File: src/tdpt_pkg.sv
// ----------------------------------------------------------------------------
// Trial division prime test - package
// Field widths and default sizes shared by the interfaces and the modules.
// ----------------------------------------------------------------------------
package tdpt_pkg;

  // Payload field widths
  localparam int unsigned CAND_W   = 32;
  localparam int unsigned FACTOR_W = 32;

  // Default width of the number under test
  localparam int unsigned NUM_W_DEFAULT = 32;

  // First trial divisor and smallest prime
  localparam int unsigned SMALLEST_PRIME = 2;

endpackage

File: src/tdpt_div.sv
// ----------------------------------------------------------------------------
// Trial division prime test - serial divider
// Restoring divider, one quotient bit per cycle; done pulses one cycle.
// ----------------------------------------------------------------------------
module tdpt_div import tdpt_pkg::*; #(
  parameter int unsigned NUM_WIDTH = NUM_W_DEFAULT
) (
  input  logic                 clk_i,
  input  logic                 rst_ni,
  input  logic                 start_i,
  input  logic [NUM_WIDTH-1:0] dividend_i,
  input  logic [NUM_WIDTH-1:0] divisor_i,
  output logic                 done_o,
  output logic [NUM_WIDTH-1:0] quotient_o,
  output logic [NUM_WIDTH-1:0] remainder_o
);

  localparam int unsigned CNT_W = $clog2(NUM_WIDTH + 1);

  logic                 busy_q, busy_d;
  logic                 done_q, done_d;
  logic [CNT_W-1:0]     cnt_q, cnt_d;
  logic [NUM_WIDTH-1:0] dvd_q, dvd_d;
  logic [NUM_WIDTH-1:0] dvs_q, dvs_d;
  logic [NUM_WIDTH-1:0] rem_q, rem_d;

  logic [NUM_WIDTH:0]   trial;
  logic [NUM_WIDTH:0]   diff;
  logic                 borrow;

  // Shift in the next dividend bit and try the subtract
  assign trial  = {rem_q, dvd_q[NUM_WIDTH-1]};
  assign diff   = trial - {1'b0, dvs_q};
  assign borrow = diff[NUM_WIDTH];

  always_comb begin
    busy_d = busy_q;
    done_d = 1'b0;
    cnt_d  = cnt_q;
    dvd_d  = dvd_q;
    dvs_d  = dvs_q;
    rem_d  = rem_q;
    if (start_i) begin
      busy_d = 1'b1;
      cnt_d  = CNT_W'(NUM_WIDTH);
      dvd_d  = dividend_i;
      dvs_d  = divisor_i;
      rem_d  = '0;
    end else if (busy_q) begin
      // Keep the remainder on borrow, take the difference otherwise
      rem_d = borrow ? trial[NUM_WIDTH-1:0] : diff[NUM_WIDTH-1:0];
      dvd_d = {dvd_q[NUM_WIDTH-2:0], ~borrow};
      cnt_d = cnt_q - CNT_W'(1);
      if (cnt_q == CNT_W'(1)) begin
        busy_d = 1'b0;
        done_d = 1'b1;
      end
    end
  end

  always_ff @(posedge clk_i or negedge rst_ni) begin
    if (!rst_ni) begin
      busy_q <= 1'b0;
      done_q <= 1'b0;
      cnt_q  <= '0;
    end else begin
      busy_q <= busy_d;
      done_q <= done_d;
      cnt_q  <= cnt_d;
    end
  end

  always_ff @(posedge clk_i) begin
    dvd_q <= dvd_d;
    dvs_q <= dvs_d;
    rem_q <= rem_d;
  end

  assign done_o      = done_q;
  assign quotient_o  = dvd_q;
  assign remainder_o = rem_q;

endmodule
File: config.mk
export PLATFORM = sky130hd
export DESIGN_NAME = tdpt_div
export DESIGN_NICKNAME = d
export VERILOG_FILES = /design/src/tdpt_pkg.sv /design/src/tdpt_div.sv
export SDC_FILE = /design/constraint.sdc
export NUM_CORES = 1
export LEC_CHECK = 0
export ABC_AREA = 1
export ABC_CLOCK_PERIOD_IN_PS = 2880
export BUFFER_PORTS_ARGS = -buffer_cell sky130_fd_sc_hd__buf_2
export CAP_MARGIN = 25
export CORE_UTILIZATION = 57
export CTS_CLUSTER_SIZE = 8
export DETAILED_ROUTE_END_ITERATION = 7
export HOLD_SLACK_MARGIN = 0.15
export PLACE_DENSITY_LB_ADDON = 0.08
export SLEW_MARGIN = 20
export SYNTH_ARGS = -nofsm -noshare
export SYNTH_HDL_FRONTEND = slang
export SYNTH_SLANG_ARGS = --single-unit
export TNS_END_PERCENT = 5
File: constraint.sdc
create_clock -name clk_i -period 2.88 [get_ports clk_i]
set_input_delay 0.432 -clock clk_i [delete_from_list [all_inputs] [get_ports clk_i]]
set_output_delay 0.432 -clock clk_i [all_outputs]
set_load 0.02 [all_outputs]
Word-level counts from Yosys, hierarchy flattened
Cells that the tools add are included.
{"block": "op_classes", "n_addsub": 2, "n_reduce_logical": 1, "n_bitwise": 1, "mux": 11, "eq_ne": 1}
{"operator": "two-way mux 32 bit", "count": 3}
{"operator": "subtractor 33 x 32 -> 33 bit", "count": 1}
{"operator": "two-way mux 6 bit", "count": 2}
{"operator": "== test 6 x 1 -> 1 bit (second input constant)", "count": 1}
{"operator": "two-way mux 1 bit", "count": 6}
{"operator": "subtractor 6 x 1 -> 6 bit (second input constant)", "count": 1}
{"operator": "nonzero test 2 bit", "count": 1}
{"operator": "NOT 1 bit", "count": 1}
{"block": "totals", "reg_bits": 104, "wordCells": 22, "out_inout_bits": 65, "inputBits": 67}

Depth between registers and ports, before layout
Gate-level depths: netlist (run 1).
{"block": "depth", "depth_word": 4, "mapped_depth": 18, "mapped_depth_nobuf": 17}

Worst setup path before layout (run 1)
Ideal clock, no wire load.
{"block": "synth_path", "kind": "flip-flop to flip-flop", "startpoint": "register dvd_q[31], in the netlist quotient_o[31]", "endpoint": "register dvd_q[0], in the netlist quotient_o[0], data pin", "n_path_buf": 1, "t_arrival_ns": 2.148, "synth_period_minus_slack_ns": 2.414, "path_stages_with_launch": 17, "setup_time_ns": 0.266, "slack_ns": 0.466, "required_time_ns": 2.614, "cell_sequence": "edfxtp_1 inv_1 ha_1 fa_1 inv_1 nand2_1 nand2_1 nand3_1 nand2_1 nand2_1 nand2_2 nand2_4 nand2_4 nand2_1 nand2_2 buf_4 o21ai_1"}
{"block": "synth_between", "elab_chain_len": 4}
{"element": "start: declaration", "line_no": "tdpt_div.sv:23", "rtl": "logic [NUM_WIDTH-1:0] dvd_q, dvd_d;"}
{"element": "start signal: assignment", "line_no": "tdpt_div.sv:74", "rtl": "dvd_q <= dvd_d;"}
{"element": "subtractor 33 x 32 -> 33 bit", "line_no": "tdpt_div.sv:33", "rtl": "assign diff = trial - {1'b0, dvs_q};"}
{"element": "NOT 1 bit", "line_no": "tdpt_div.sv:52", "rtl": "dvd_d = {dvd_q[NUM_WIDTH-2:0], ~borrow};"}
{"element": "two-way mux 32 bit", "line_no": "tdpt_div.sv:49", "rtl": "end else if (busy_q) begin"}
{"element": "two-way mux 32 bit", "line_no": "tdpt_div.sv:43", "rtl": "if (start_i) begin"}
{"element": "net dvd_d[0]", "line_no": "tdpt_div.sv:23"}
The timed path passes the listed nets, and every way through them passes these cells. The select of a mux whose other input is x is not followed.
A chain may end at the register's enable or synchronous reset.

Final worst setup path (run 1)
{"block": "layout_path", "startpoint": "register dvd_q[31], in the netlist quotient_o[31]", "endpoint": "register rem_q[13], in the netlist remainder_o[13]"}
{"block": "layout_between", "elab_chain_len": 2}
{"element": "subtractor 33 x 32 -> 33 bit", "line_no": "tdpt_div.sv:33"}
{"element": "two-way mux 32 bit", "line_no": "tdpt_div.sv:51", "rtl": "rem_d = borrow ? trial[NUM_WIDTH-1:0] : diff[NUM_WIDTH-1:0];"}
{"element": "end signal: assignment", "line_no": "tdpt_div.sv:76", "rtl": "rem_q <= rem_d;"}
{"element": "end: declaration", "line_no": "tdpt_div.sv:25", "rtl": "logic [NUM_WIDTH-1:0] rem_q, rem_d;"}
Every way passes these cells.

==> flow_metrics.env, run 1 <==
export IMPL_clockBufferDepth=2
export IMPL_cp_cell_sequence="inv_1 > ha_1 > fa_1 > inv_1 > nand2_1 > nand2_1 > nand3_1 > nand2_1 > nand2_1 > nand2_2 > nand2_4 > nand2_4 > nand2_4 > nand2_4 > nand2_1 > nand3_1 > nand2_1"
export IMPL_io_pins=132
export IMPL_seqCellArea_mm2=0.00276
export IMPL_drt_iter0_drc=378
export IMPL_syn2layout_area_growth_pct=16.0
export IMPL_antenna_found_initial=0
export IMPL_synth_area_top_cells="edfxtp_1, nand2_1, inv_1"
export IMPL_worstSetupEndpointType="register"
export IMPL_path_class="register to register"
export IMPL_placement_io_buffers=131
export IMPL_cp_common_cell="nand2_1"
export IMPL_grt_pass1_vias=5853
export IMPL_netlist_area_mm2=0.00697
export IMPL_final_util=0.676
export IMPL_initial_core_util=0.583
export IMPL_finalSetupViolations=0
export IMPL_fp_row_count=40
export IMPL_synth_top_area_frac=0.276
export IMPL_cap_viol_max_count=0
export IMPL_crit_path_start_kind="register"
export IMPL_yosysWarnings=0
export IMPL_synth_cells=1043
export IMPL_clk_pin_slew_worst_paths_ns=0.07
export IMPL_peakVddDrop_v=0.000578
export IMPL_root_buffer="clkbuf_16"
export IMPL_synth_ff_type="edfxtp_1"
export IMPL_cts_tree="built"
export IMPL_cts_resized_gates=0
export IMPL_routedWlPerCell_um=12.2
export IMPL_dieHeight_um=113
export IMPL_hp_class="input port to register"
export IMPL_grt_overflow_total=0
export IMPL_fin_nets=1277
export IMPL_synthTopCellsByCount="nand2_1, inv_1, edfxtp_1"
export IMPL_final_antenna_net_count=0
export IMPL_slew_limit_headroom=0.661
export IMPL_track_usage=0.272
export IMPL_cpPeakStageDelay_ns=0.40
export IMPL_crit_slowest_cell="fa_1"
export IMPL_crit_buf_inv=2
export IMPL_fillers=1070
export IMPL_p_leak_uw=0.00475
export IMPL_min_period_ns=2.49
export IMPL_dr_total_vias=6286
export IMPL_hpwl_um=12200
export IMPL_drc=0
export IMPL_cp_top_family="simple AND/OR/NAND/NOR gates"
export IMPL_synth_area_leader_cell="edfxtp_1"
export IMPL_synth_async_reset_ratio=0.0769
export IMPL_synth_cell_type_count=40
export IMPL_dr_pass1_iters=4
export IMPL_cts_buffers=9
export IMPL_fp_coreArea_mm2=0.0120
export IMPL_vias_per_cell=4.74
export IMPL_yosys_cell_count_top_type="nand2_1"
export IMPL_tightest_slew_ns=0.509
export IMPL_n_antenna_cell=0
export IMPL_grt_first_pass_wirelength_um=27200
export IMPL_synth_area_per_cell_um2=6.68
export IMPL_grt_max_degree=37
export IMPL_fmax_ghz=0.402
export IMPL_drive_gt1_frac=0.152
export IMPL_dieArea_mm2=0.0127
export IMPL_cp_data_required_time_ns=3.14
export IMPL_cp_max_fo=28
export IMPL_skew_ns=0.00952
export IMPL_finalSetupTns_ns=0
export IMPL_place_congestion=0.936
export IMPL_totalPowerFinal_uw=3740
export IMPL_dpl_worst_slack_ns=0.377
export IMPL_fin_crit_sh=0.863
export IMPL_clock_sinks=104
export IMPL_multi_input_area_mm2=0.00327
export IMPL_rsz0062_at_grt="false"
export IMPL_synth_nets=1145
export IMPL_synth_edf_count=64
export IMPL_ys_ff_latch=104
export IMPL_dpl_cell_count=1310
export IMPL_hold_violations=0
export IMPL_worst_slack_ns=0.395
export IMPL_h_tree_depth=3
export IMPL_status="completed"
export IMPL_arrival_ns=2.74
export IMPL_power_density_mw_per_mm2=463
export IMPL_layout_cells_non_filler=1327
export IMPL_die_x_um=113
export IMPL_yosysSeqAreaShare=0.396
export IMPL_clk_latency_ns=0.37
export IMPL_wl_um=16200
export IMPL_finalMaxSlewViolations=0
[cell usage in the layout, fill, tap and decap left out, types with 6 or more instances in the layout]
cell type	count
a21oi_1	18
buf_2	131
buf_4	6
clkbuf_16	9
dfrtp_1	8
dfxtp_1	32
edfxtp_1	64
ha_1	34
inv_1	216
nand2_1	471
nand2_2	9
nand3_1	58
nor2_1	47
nor3_1	7
xnor2_1	12
[stage by stage]
step / hold WS [ns] / instance area, µm²
6_report: 0.236 / 8080
5_1_grt: 0.224 / 8080
4_1_cts: 0.229 / 8080
3_5_place_dp: 0.283 / 7770
3_3_place_gp: 0.286 / 7770
2_1_floorplan: 0.136 / 6970
[timing repair]
action / CTS / global route
buffers inserted: 0 / 0
hold buffers: 1 / 0
endpoints found under the hold margin: 8 / 0
[power by group]
group,internal [µW],switching [µW],total [µW]
Clock,686,590,1280
Sequential,1720,70.3,1790
Combinational,240,438,678
[worst paths after layout]
check	startpoint	endpoint	slack (ns)	cells after the start
max in group asynchronous	rst_ni	cnt_q[0]$_DFFE_PN0P_	2.26	2
hold reg to reg	remainder_o[16]$_SDFFE_PP0P_	remainder_o[16]$_SDFFE_PP0P_	0.49	2
min in group asynchronous	rst_ni	cnt_q[1]$_DFFE_PN0P_	0.44	2
hold / removal	divisor_i[5]	dvs_q[5]$_DFFE_PP_	0.24	1
setup reg to reg	quotient_o[31]$_DFFE_PP_	remainder_o[13]$_SDFFE_PP0P_	0.39	17
setup / recovery	quotient_o[31]$_DFFE_PP_	remainder_o[13]$_SDFFE_PP0P_	0.39	17
[cells by family after synthesis]
kind of cell | after synthesis | synth area share
buffers and inverters | 240 | 0.134
adders and majority gates | 35 | 0.0639
AOI/OAI and AO/OA | 32 | 0.0244
and+or+nand+nor | 617 | 0.362
xor gates and xnor gates | 15 | 0.0189
DFF | 104 | 0.396
[final cells by class]
type | instances | share of cell area
Inverter | 222 | 0.103
Multi-Input combinational cell | 699 | 0.405
Tap cell | 147 | 0.0228
Clock buffer | 11 | 0.0288
Timing Repair Buffer | 139 | 0.0904
Clock inverter | 5 | 0.00820
Sequential cell | 104 | 0.342
[layer usage]
| metal | GRT usage | vias to the layer above | part of all wire |
|---|---|---|---|
| met5 | 0 | - | 0 |
| met4 | 0.0836 | 0 | 0.017 |
| met3 | 0.0599 | 18 | 0.057 |
| met2 | 0.459 | 154 | 0.46 |
| met1 | 0.348 | 2713 | 0.47 |
| li1 | - | 3401 | - |
[flip-flops by register name, indices dropped and copies added, names as in the netlist]
name	count
busy_q	1
quotient_o	32
dvs_q	32
remainder_o	32
cnt_q	6
done_o	1
[worst reg2reg max path: stages, from the launching register on]
cell and delay (ns):
edfxtp_1 0.34, inv_1 0.05, ha_1 0.21, fa_1 0.40, inv_1 0.09, nand2_1 0.05
nand2_1 0.10, nand3_1 0.07, nand2_1 0.12, nand2_1 0.07, nand2_2 0.10, nand2_4 0.07
nand2_4 0.07, nand2_4 0.07, nand2_4 0.30, nand2_1 0.12, nand3_1 0.09, nand2_1 0.06
Power figures use the tool's default switching activity.
==> inputs of run 2 (changes only) <==
Settings changed: CTS_BUF_LIST from default to sky130_fd_sc_hd__clkbuf_8 sky130_fd_sc_hd__clkbuf_16.
==> run 2 against run 1 <==
First-iteration DRC count rose by 0.26%. Core utilization did not move. Largest power group unchanged. Critical path depth did not move. Critical path type unchanged. Sequential share of layout area did not move. Final cell count did not move. Setup slack barely moved. Combinational power barely moved.
==> flow_metrics.env, run 2 (synthesized netlist as in run 1, its figures left out) <==
export IMPL_finalMaxSlewViolations=0
export IMPL_hold_start="divisor_i[5]"
export IMPL_grt_pass1_vias=5853
export IMPL_hpwl_um=12200
export IMPL_power_density_mw_per_mm2=462
export IMPL_r2r_slack_ns=0.39
export IMPL_fp_row_count=40
export IMPL_antenna_found_initial=0
export IMPL_tightest_slew_ns=0.509
export IMPL_clock_sinks=104
export IMPL_clockBufferDepth=2
export IMPL_r2r_start="quotient_o[31]$_DFFE_PP_"
export IMPL_layout_cells_non_filler=1327
export IMPL_peakVddDrop_v=0.000578
export IMPL_min_period_ns=2.49
export IMPL_cp_data_required_time_ns=3.14
export IMPL_hp_class="input port to register"
export IMPL_rsz0062_at_grt="false"
export IMPL_grt_max_degree=37
export IMPL_dr_pass1_iters=4
export IMPL_p_leak_uw=0.00476
export IMPL_cp_common_cell="nand2_1"
export IMPL_status="completed"
export IMPL_cts_tree="built"
export IMPL_place_congestion=0.936
export IMPL_dr_total_vias=6290
export IMPL_fmax_ghz=0.402
export IMPL_placement_io_buffers=131
export IMPL_slew_limit_headroom=0.661
export IMPL_final_common_cell="nand2_1"
export IMPL_vias_per_cell=4.74
export IMPL_wl_um=16200
export IMPL_cts_buffers=9
export IMPL_grt_overflow_total=0
export IMPL_dpl_worst_slack_ns=0.377
export IMPL_final_antenna_net_count=0
export IMPL_worstSetupEndpointType="register"
export IMPL_arrival_ns=2.74
export IMPL_dpl_cell_count=1310
export IMPL_cp_max_fo=28
export IMPL_drc=0
export IMPL_syn2layout_area_growth_pct=16.0
export IMPL_min_path_cells=1
export IMPL_worst_slack_ns=0.395
export IMPL_final_cell_mix="nand2_1, inv_1, buf_2"
export IMPL_n_antenna_cell=0
export IMPL_fin_nets=1277
export IMPL_die_x_um=113
export IMPL_drt_iter0_drc=379
export IMPL_min_to="dvs_q[5]$_DFFE_PP_"
export IMPL_dieArea_mm2=0.0127
export IMPL_fp_coreArea_mm2=0.0120
export IMPL_path_class="register to register"
export IMPL_crit_slowest_cell="fa_1"
export IMPL_grt_first_pass_wirelength_um=27200
export IMPL_skew_ns=0.00953
export IMPL_crit_path_start_kind="register"
export IMPL_final_util=0.676
export IMPL_initial_core_util=0.583
export IMPL_dieHeight_um=113
export IMPL_reg2reg_to="remainder_o[13]$_SDFFE_PP0P_"
export IMPL_track_usage=0.272
export IMPL_cp_cell_sequence="inv_1 > ha_1 > fa_1 > inv_1 > nand2_1 > nand2_1 > nand3_1 > nand2_1 > nand2_1 > nand2_2 > nand2_4 > nand2_4 > nand2_4 > nand2_4 > nand2_1 > nand3_1 > nand2_1"
export IMPL_finalSetupViolations=0
export IMPL_h_tree_depth=3
export IMPL_cap_viol_max_count=0
export IMPL_drive_gt1_frac=0.152
export IMPL_hold_violations=0
export IMPL_routedWlPerCell_um=12.2
export IMPL_hold_ws_ns=0.236
export IMPL_fin_crit_sh=0.863
export IMPL_io_pins=132
export IMPL_finalSetupTns_ns=0
export IMPL_clk_latency_ns=0.37
export IMPL_clk_pin_slew_worst_paths_ns=0.07
export IMPL_reg2reg_depth=17
export IMPL_cpPeakStageDelay_ns=0.40
export IMPL_root_buffer="clkbuf_16"
## run 2: metrics by stage
step / area [µm²] / power, µW
2_1_floorplan: 6970 / 2270
4_1_cts: 8080 / 3760
6_report: 8080 / 3740
3_3_place_gp: 7770 / 2490
3_5_place_dp: 7770 / 2500
5_1_grt: 8080 / 3920
## run 2: final cells by class
cell class	count	area [µm²]
timing repair buffer	139	731
sequential	104	2760
tap	147	184
clock buffer	9	225
multi-input combinational	699	3270
clock inverter	7	73.8
fill	1070	3880
inverter	222	833
## run 2: what timing repair did
item,4_1_cts,5_1_grt
hold buffers,1,0
setup buffers,0,0
resized for setup,0,0
endpoints found under the hold margin,8,0
## run 2: per-layer routing
metal | share of wire | GRT usage | vias to the layer above
met5 | 0 | 0 | -
met4 | 0.017 | 0.0836 | 0
met3 | 0.055 | 0.0599 | 18
met2 | 0.46 | 0.459 | 152
met1 | 0.47 | 0.348 | 2719
li1 | - | - | 3401
## run 2: how the worst max path moves through the flow
stage / start / endpoint / slack (ns) / cells after the start
CTS: quotient_o[31]$_DFFE_PP_ / remainder_o[13]$_SDFFE_PP0P_ / 0.36 / 17
finish: quotient_o[31]$_DFFE_PP_ / remainder_o[13]$_SDFFE_PP0P_ / 0.39 / 17
global route: quotient_o[31]$_DFFE_PP_ / remainder_o[13]$_SDFFE_PP0P_ / 0.15 / 17
detailed placement: quotient_o[31]$_DFFE_PP_ / remainder_o[13]$_SDFFE_PP0P_ / 0.38 / 17
global placement: quotient_o[31]$_DFFE_PP_ / remainder_o[21]$_SDFFE_PP0P_ / 0.47 / 17
floorplan: quotient_o[31]$_DFFE_PP_ / quotient_o[0]$_DFFE_PP_ / 0.47 / 16
## run 2: power by group
part | leakage (µW) | total (µW) | internal (µW) | switching [µW]
Sequential | 0.00102 | 1790 | 1720 | 70.4
Combinational | 0.00359 | 678 | 240 | 438
Clock | 0.000151 | 1270 | 679 | 591
## run 2: critical path: cells and delay by family (launching register included)
kind	cells	cell delay [ns]
adders and majority gates	2	0.61
and+or+nand+nor	13	1.28
DFF	1	0.34
buffers and inverters	2	0.14
